===== src/rtl/snmr_pkg.sv =====
`timescale 1ns / 1ps
package snmr_pkg;
    localparam int SW = 24;
    localparam int CPS = 12;
    localparam int RFRAC = 24;
    localparam int NW = 51;
    localparam int VW = 52;
    localparam int TW = 63;
    localparam int QB = NW + RFRAC;
    localparam int CW = $clog2(QB + 1);
    localparam logic [NW-1:0] NORM_MAX = '1;
    localparam logic [VW-1:0] VAL_MAX = '1;
    localparam logic [TW-1:0] SUM_MAX = '1;

    typedef enum logic [2:0] {
        ST_IDLE, ST_SQ, ST_ACC, ST_CDIV, ST_CUPD, ST_SDIV, ST_SUPD, ST_OUT
    } state_t;

    typedef struct packed {
        logic load;
        logic sq;
        logic acc;
        logic cdiv_start;
        logic cupd;
        logic sdiv_start;
        logic supd;
        logic clear;
    } cmd_t;

    typedef struct packed {
        logic div_busy;
        logic rel;
        logic pcm;
        logic last;
        logic eov;
    } sts_t;
endpackage


===== src/rtl/snmr_ctrl.sv =====
`timescale 1ns / 1ps
module snmr_ctrl (
    input  logic            clk,
    input  logic            rst_n,
    input  logic            in_fire,
    input  logic            out_fire,
    input  snmr_pkg::sts_t  sts,
    output snmr_pkg::cmd_t  cmd,
    output logic            in_rdy,
    output logic            out_vld
);
    import snmr_pkg::*;

    state_t st_reg, st_next;

    always_comb
    begin
        st_next = st_reg;
        unique case (st_reg)
            ST_IDLE: if (in_fire) st_next = ST_SQ;
            ST_SQ:   st_next = ST_ACC;
            ST_ACC:  st_next = (sts.pcm && sts.rel) ? ST_CDIV : ST_CUPD;
            ST_CDIV: if (!sts.div_busy) st_next = ST_CUPD;
            ST_CUPD:
                if (sts.last && sts.rel) st_next = ST_SDIV;
                else if (sts.last) st_next = ST_SUPD;
                else st_next = ST_IDLE;
            ST_SDIV: if (!sts.div_busy) st_next = ST_SUPD;
            ST_SUPD: st_next = sts.eov ? ST_OUT : ST_IDLE;
            ST_OUT:  if (out_fire) st_next = ST_IDLE;
            default: st_next = ST_IDLE;
        endcase
    end

    always_comb
    begin
        cmd = '0;
        in_rdy = 1'b0;
        out_vld = 1'b0;
        unique case (st_reg)
            ST_IDLE: begin in_rdy = 1'b1; cmd.load = in_fire; end
            ST_SQ:   cmd.sq = 1'b1;
            ST_ACC:
            begin
                cmd.acc = 1'b1;
                cmd.cdiv_start = sts.pcm && sts.rel;
            end
            ST_CDIV: ;
            ST_CUPD: begin cmd.cupd = 1'b1; cmd.sdiv_start = sts.last && sts.rel; end
            ST_SDIV: ;
            ST_SUPD: cmd.supd = 1'b1;
            ST_OUT:  begin out_vld = 1'b1; cmd.clear = out_fire; end
            default: ;
        endcase
    end

    always_ff @(posedge clk or negedge rst_n)
    begin
        if (!rst_n)
            st_reg <= ST_IDLE;
        else
            st_reg <= st_next;
    end

    a_rdy_idle: assert property (@(posedge clk) disable iff (!rst_n)
        in_rdy |-> !out_vld) else $error("ready while result pending");
    a_div_wait: assert property (@(posedge clk) disable iff (!rst_n)
        cmd.cdiv_start |=> st_reg == ST_CDIV) else $error("divide not awaited");
    a_clear: assert property (@(posedge clk) disable iff (!rst_n)
        cmd.clear |=> st_reg == ST_IDLE) else $error("no return after output");
endmodule


===== config.mk =====
export PLATFORM = sky130hd
export DESIGN_NAME = snmr_ctrl
export DESIGN_NICKNAME = d
export VERILOG_FILES = /design/src/rtl/snmr_pkg.sv /design/src/rtl/snmr_ctrl.sv
export SDC_FILE = /design/constraint.sdc
export NUM_CORES = 1
export LEC_CHECK = 0
export ABC_AREA = 1
export BUFFER_PORTS_ARGS = -buffer_cell sky130_fd_sc_hd__buf_4
export CORE_AREA = 10 10 47 49
export CTS_CLUSTER_SIZE = 40
export DETAILED_ROUTE_END_ITERATION = 10
export DIE_AREA = 0 0 57 59
export SYNTH_ARGS = -nofsm -noshare
export SYNTH_HDL_FRONTEND = slang
export SYNTH_SLANG_ARGS = --single-unit

===== constraint.sdc =====
create_clock -name clk -period 2.9 [get_ports clk]
set_input_delay 0 -clock clk [delete_from_list [all_inputs] [get_ports clk]]
set_output_delay 0 -clock clk [all_outputs]
set_load 0.02 [all_outputs]

After elaboration in Yosys (flattened, before gate mapping)
Index checks and enable logic that the tools add are counted.
{"block": "op_classes", "n_eq_ne": 11, "n_mux": 17, "reduce_logical": 4}
{"cell": "$mux W3", "count": 8}
{"cell": "$pmux W3 S8", "count": 1}
{"cell": "$eq A3 B3 Y1 const B", "count": 4}
{"cell": "$ne A2 B2 Y1 const B", "count": 4}
{"cell": "$eq A3 B2 Y1 const B", "count": 2}
{"cell": "$mux W1", "count": 6}
{"cell": "$mux W2", "count": 2}
{"cell": "$reduce_and A4 Y1", "count": 1}
{"cell": "$eq A3 B1 Y1 const B", "count": 1}
{"cell": "$logic_not A3 Y1", "count": 1}
{"cell": "$logic_and A1 B1 Y1", "count": 2}
{"block": "totals", "reg_bits": 3, "in_bits": 9, "output_inout_bits": 10, "elab_cells": 33}

Longest topological paths before layout
Gate-level depths: netlist (run 1).
{"block": "depth", "word_depth": 3, "depth_mapped": 8, "depth_no_buf": 7}

Worst setup path before layout (run 1)
OpenSTA, ideal clock, no wires.
{"block": "synth_timing", "path_kind": "register to register", "startpoint": "register st_reg[0]", "endpoint": "register st_reg[1]", "setup_time_ns": 0.065, "arrival_time_ns": 1.080, "t_required_ns": 2.835, "slack_ns": 1.756, "path_stages_with_launch": 9, "path_buffers": 1, "synth_period_minus_slack_ns": 1.144, "cell_sequence": "dfrtp_1 -> buf_6 -> inv_2 -> nand3_4 -> nor2_2 -> nor2_1 -> nand2_1 -> nand2_1 -> nand2_1"}
{"block": "synth_via", "elab_chain_len": 3, "elab_cells_between_ends": 14, "cone_classes": "eq/ne (11); mux (1); reduce/logical (2)"}
{"item": "from (decl)", "line": "snmr_ctrl.sv:14", "text": "state_t st_reg, st_next;"}
{"item": "from (signal assigned)", "line": "snmr_ctrl.sv:62", "text": "st_reg <= st_next;"}
{"item": "$eq A3 B2 Y1, or another cell as far along", "line": "snmr_ctrl.sv:19", "text": "unique case (st_reg)"}
{"item": "$ne A2 B2 Y1 (no line)"}
{"item": "$reduce_and A4 Y1 (no line)"}
Parallel ways exist; a longest one is shown, timed or not.
A chain may end at the register's enable or synchronous reset.

==> flow_summary.yaml, run 1 <==
place:
  gp_congestion: 0.8237
  pre_cts_ws_ns: 1.608
  dpl_cell_area_um2: 560.5
  io_buffers: 18
  dp_hpwl_um: 936
timing:
  setup_tns_ns: 0
  tightest_slew_ns: 0.4790
  relSlewSlack_pct: 68.06
  finalCriticalPeriod_ns: 1.345
  rsz0062_at_grt: "no"
  max_freq_mhz: 743.3
  hold_violations: 0
  setup_ws_ns: 1.555
  slew_violations: 0
  holdWs_ns: 0.09391
  clock_skew_ns: 0.0005030
  period_share_pct: 46.39
  setup_viol: 0
hold_path:
  hold_path_class: "input port to async pin"
cts:
  clk_path_buf_depth: 2
  clk_transition_reported_paths_ns: 0.04
  cts_tree: "yes"
  cts.sinks: 3
  htreeDepth: 1
  insertion_delay_ns: 0.23
  numCtsBuffers: 3
  root_buffer: "clkbuf_4"
yosys:
  yosysWarnings: 0
  netlist_area_um2: 439.2
  avgSynthCellArea_um2: 6.186
  yosys-top-cells-count: "18 x nand2_1, 12 x inv_1, 9 x nor2_1"
  synth_seq_cells: 3
  async_flop_share_pct: 100.0
  synth-edff-count: 0
  synth_top_area_cell: "dfrtp_1"
  syn_nets: 80
  synthDominantCellAreaShare_pct: 17.09
  synth_area_leaders: "dfrtp_1 17%, nand2_1 15%, inv_1 10%, nor2_1 7.7%, buf_6 7.7%"
  synth.most_common_cell: "nand2_1"
  syn-instance-count: 71
  synth-seq-area-share_pct: 17.09
  synth_ff_type: "dfrtp_1"
  synth_cell_type_count: 15
global_routing:
  grt_use_total_pct: 6.569
  grt_max_degree: 12
  grt_pass1_vias: 459
  antenna_found_initial: 0
  grt_overflow: 0
  grt_pass1_wl_um: 1876
critical_path:
  crit_type: "register to output port"
  crit_fanout: 11
  worstPathArrival_ns: 1.35
  end_kind: "output port"
  critical_path_required_ns: 2.90
  start_kind: "register"
power_and_ir_drop:
  ir_drop_mv: 0.3321
  power_w: 0.0005666
  p_leak_nw: 0.3752
  p_per_area_nw_per_um2: 949.3
finish:
  n_antenna_cell: 0
  fin_area_um2: 596.8
  syn_to_final_growth_pct: 35.90
  largest_register_ff_count: 3
  nNetsFinal: 101
  drive_gt1_share_pct: 39.56
drt:
  drtPass1Iterations: 4
  vias_per_cell: 4.467
  wl_per_cell_um: 10.16
  vias: 478
  ant_nets: 0
  drc: 0
  drt-initial-drc-count: 4
  drt_wl_total_um: 1087
outcome:
  status: "completed"
floorplanning:
  pin_count: 19
  placementRows: 14
  chipHeight_um: 59
  die_w_um: 57
  core-area_um2: 1401
  start_util_pct: 31.34
  die-area_um2: 3363
run:
  cap_violations: 0
==> cell usage in the layout (no fill, tap or decap) <==
cell and count:
buf_4 18, nor2_4 3, dfrtp_1 3, nor2_2 2, nand3_1 6, nor3_1 2, nand3_4 1, dlygate4sd3_1 1
clkbuf_4 3, nand2_2 4, nand2_1 18, nand4_1 3, inv_1 12, nand3_2 2, inv_6 1, nor2_1 9
inv_2 2, clkbuf_1 1
==> stage by stage <==
step	utilization [%]	cells
after floorplan	-	71
after global placement	40.00	102
after detailed placement	40.00	102
after CTS	42.59	107
after global routing	42.59	107
final	42.59	107
==> path summary, 6_finish.rpt <==
check	end	cells past startpoint	startpoint	slack, ns
max in group asynchronous	st_reg[0]$_DFFE_PN0P_	2	rst_n	2.71
min reg2reg	st_reg[0]$_DFFE_PN0P_	2	st_reg[0]$_DFFE_PN0P_	0.69
min	st_reg[1]$_DFFE_PN0P_	2	rst_n	0.09
min in group clk	st_reg[1]$_DFFE_PN0P_	5	sts[4]	0.14
max reg2reg	st_reg[1]$_DFFE_PN0P_	7	st_reg[1]$_DFFE_PN0P_	1.61
max	cmd[7]	4	st_reg[1]$_DFFE_PN0P_	1.55
==> per-layer routing <==
metal	up-vias	global-route usage, %	share of wire [%]
met5	-	0	0
met3	2	1.288	4.4
met1	208	8.195	47
li1	254	-	-
met2	14	10.54	47
met4	0	3.020	1.5
==> critical path, cell delays in order, from the launching register on <==
cell	delay (ns)
dfrtp_1	0.54
nor2_4	0.21
nand2_1	0.12
nor2_1	0.10
buf_4	0.15
==> what timing repair did <==
item | in CTS | in global routing
gates resized for setup | 0 | 0
buffers inserted | 0 | 0
hold buffers | 1 | 0
hold endpoints to repair | 3 | 0
==> cell families after synthesis <==
logic type / synth area share, %
buf+inv: 21.65
flops: 17.09
simple gates: 61.25
==> where the power goes <==
| part | switching [W] | total (W) | internal, W |
|---|---|---|---|
| Combinational | 0.000223 | 0.000366 | 0.000143 |
| Sequential | 0.0000656 | 0.000127 | 0.0000619 |
| Clock | 0.0000212 | 0.0000727 | 0.0000515 |
| Total | 0.000310 | 0.000567 | 0.000257 |
==> layout make-up <==
class | count | area, um2
clock buffers | 4 | 26.28
flip-flops and latches | 3 | 75.07
inverters | 15 | 61.31
multi-input cells | 50 | 269.0
well taps | 16 | 20.02
repair buffers | 19 | 145.1
fillers | 150 | 804.5
Power figures use the tool's default switching activity.
==> run 2, diff against run 1 <==
Settings changed: ABC_AREA 1 to 0.
Clock period 2.9 ns to 1.3 ns, I/O delays scaled along.
==> run 2 against run 1 <==
Design area up 27%; the flow now finishes with violations (negative setup slack); global-route usage up 1.0 points; critical endpoint is now st_reg[2]$_DFFE_PN0P_; die area stayed put.
==> flow_summary.yaml, run 2 <==
outcome:
  status: "complete, but fails checks"
  violations: "negative setup slack"
power_and_ir_drop:
  p_leak_nw: 0.3590
  power_w: 0.001560
  p_per_area_nw_per_um2: 2064
  ir_drop_mv: 0.7263
timing:
  hold_violations: 0
  setup_viol: 6
  slew_violations: 0
  relSlewSlack_pct: 75.21
  finalCriticalPeriod_ns: 1.427
  tightest_slew_ns: 0.3673
  rsz0062_at_grt: "yes"
  period_share_pct: 109.8
  max_freq_mhz: 700.7
  clock_skew_ns: 0.0001980
  setup_ws_ns: -0.1272
yosys:
  netlist_area_um2: 381.6
  synth_area_leaders: "dfrtp_1 20%, buf_6 5.9%, mux2i_1 5.2%, nand4b_1 4.6%, o41ai_2 4.3%"
  synthDominantCellAreaShare_pct: 19.67
  synth-seq-area-share_pct: 19.67
  async_flop_share_pct: 100.0
  avgSynthCellArea_um2: 8.673
  yosysWarnings: 0
  synth_cell_type_count: 32
  synth.most_common_cell: "dfrtp_1"
  syn_nets: 53
  synth_top_area_cell: "dfrtp_1"
  synth_seq_cells: 3
  synth-edff-count: 0
  syn-instance-count: 44
  synth_ff_type: "dfrtp_1"
global_routing:
  grt_max_degree: 15
  antenna_found_initial: 0
  grt_overflow: 0
  grt_use_total_pct: 7.579
  grt_pass1_wl_um: 2063
  grt_pass1_vias: 492
place:
  gp_congestion: 0.7199
  io_buffers: 18
  dp_hpwl_um: 966
  dpl.cell_count: 83
finish:
  nNetsFinal: 89
  drive_gt1_share_pct: 67.09
  n_antenna_cell: 0
  fin_cells: 95
  final_cell_mix: "26 x buf_4, 7 x buf_6, 3 x and3_4, 3 x clkbuf_4, 3 x dfrtp_2"
  syn_to_final_growth_pct: 98.03
  largest_register_ff_count: 3
  final_common_cell: "buf_4"
floorplanning:
  chipHeight_um: 59
  placementRows: 14
  core-area_um2: 1401
  pin_count: 19
  die-area_um2: 3363
  die_w_um: 57
  start_util_pct: 27.23
cts:
  root_buffer: "clkbuf_4"
  clk_path_buf_depth: 2
  clk_transition_reported_paths_ns: 0.04
  cts_tree: "yes"
  htreeDepth: 1
  insertion_delay_ns: 0.23
  cts.sinks: 3
  numCtsBuffers: 3
run:
  cap_violations: 0
critical_path:
  end_kind: "register"
  slowest_delay_ns: 0.48
  reg2reg_slack_ns: -0.13
  path_delay_family: "flip-flops"
  crit_path_top_delay_cell: "dfrtp_2"
  cp_cell_sequence: "buf_6, a21oi_1, a21oi_1, or3b_1, o311ai_0"
  crit_type: "register to register"
  crit_top_cell: "a21oi_1"
  crit_fanout: 8
  critical_path_required_ns: 1.39
  worstPathArrival_ns: 1.52
  start_kind: "register"
  crit_buf_inv: 1
hold_path:
  hold_path_class: "input port to register"
drt:
  vias_per_cell: 5.021
  drt-initial-drc-count: 8
  drc: 0
  drt_wl_total_um: 1344
  wl_per_cell_um: 14.15
  ant_nets: 0
  vias: 477
  drtPass1Iterations: 4
run 2: changes by cell type in the layout (fill, tap and decap cells not counted), sizes merged, moves of 3 or more:
cell,previous run,this run
a21oi,0,3
o21ai,0,3
nand2,22,2
nand3,9,1
nor2,14,1
nand4,3,0
and3,0,4
inv,15,1
nor3b,0,3
buf,18,34
run 2: worst paths after layout:
kind / from / end / cells past startpoint
worst max-delay path: st_reg[2]$_DFFE_PN0P_ / st_reg[2]$_DFFE_PN0P_ / 5
worst min-delay path: sts[4] / st_reg[2]$_DFFE_PN0P_ / 2
worst max register to register: st_reg[2]$_DFFE_PN0P_ / st_reg[2]$_DFFE_PN0P_ / 5
worst min register to register: st_reg[1]$_DFFE_PN0P_ / st_reg[0]$_DFFE_PN0P_ / 2
max in group asynchronous: rst_n / st_reg[1]$_DFFE_PN0P_ / 2
min in group asynchronous: rst_n / st_reg[0]$_DFFE_PN0P_ / 2
run 2: stage by stage:
stage               hold WS, ns  instance area (um2)  utilization [%]  setup TNS [ns]  setup WS, ns
finish                  0.08989                755.7            53.93         -0.3836       -0.1272
global route            0.08827                755.7            53.93         -0.8403       -0.1792
CTS                     0.07509                654.4            46.70         -0.5205      -0.09675
detailed placement      -0.2069                600.6            42.86         -0.3777       -0.1318
global placement        -0.2045                600.6            42.86         -0.1830      -0.09770
floorplan               -0.2956                406.6                -         -0.1819      -0.08740
run 2: routing by layer:
metal	GRT usage [%]	routed length, um	vias up
met4	5.034	0	0
met3	3.863	96	0
li1	-	-	236
met1	7.885	513	227
met5	0	0	-
met2	11.78	734	14
run 2: logic make-up after synthesis:
family	synth area share [%]
AOI/OAI and AO/OA	19.02
buffers and inverters	10.49
DFF	19.67
muxes	5.246
and+or+nand+nor	45.57
run 2: cell type report:
| type | count | area (um2) |
|---|---|---|
| well taps | 16 | 20.02 |
| repair buffers | 36 | 324.1 |
| inverters | 1 | 3.754 |
| flip-flops and latches | 3 | 78.83 |
| fillers | 145 | 645.6 |
| clock buffers | 4 | 26.28 |
| multi-input cells | 35 | 302.8 |
run 2: power by group:
part | total (W) | leakage (nW) | switching [W] | internal [W]
registers | 0.000255 | 0.0343 | 0.000112 | 0.000143
logic | 0.00114 | 0.310 | 0.000456 | 0.000685
clock network | 0.000164 | 0.0150 | 0.0000487 | 0.000115
total | 0.00156 | 0.359 | 0.000616 | 0.000943
run 2: what timing repair did:
action	in CTS	in global routing
pin swaps	1	3
setup endpoints to repair	8	7
endpoints found under the hold margin	3	0
resized for setup	4	10
setup buffers	1	6
hold buffers	1	0
gates cloned	0	1
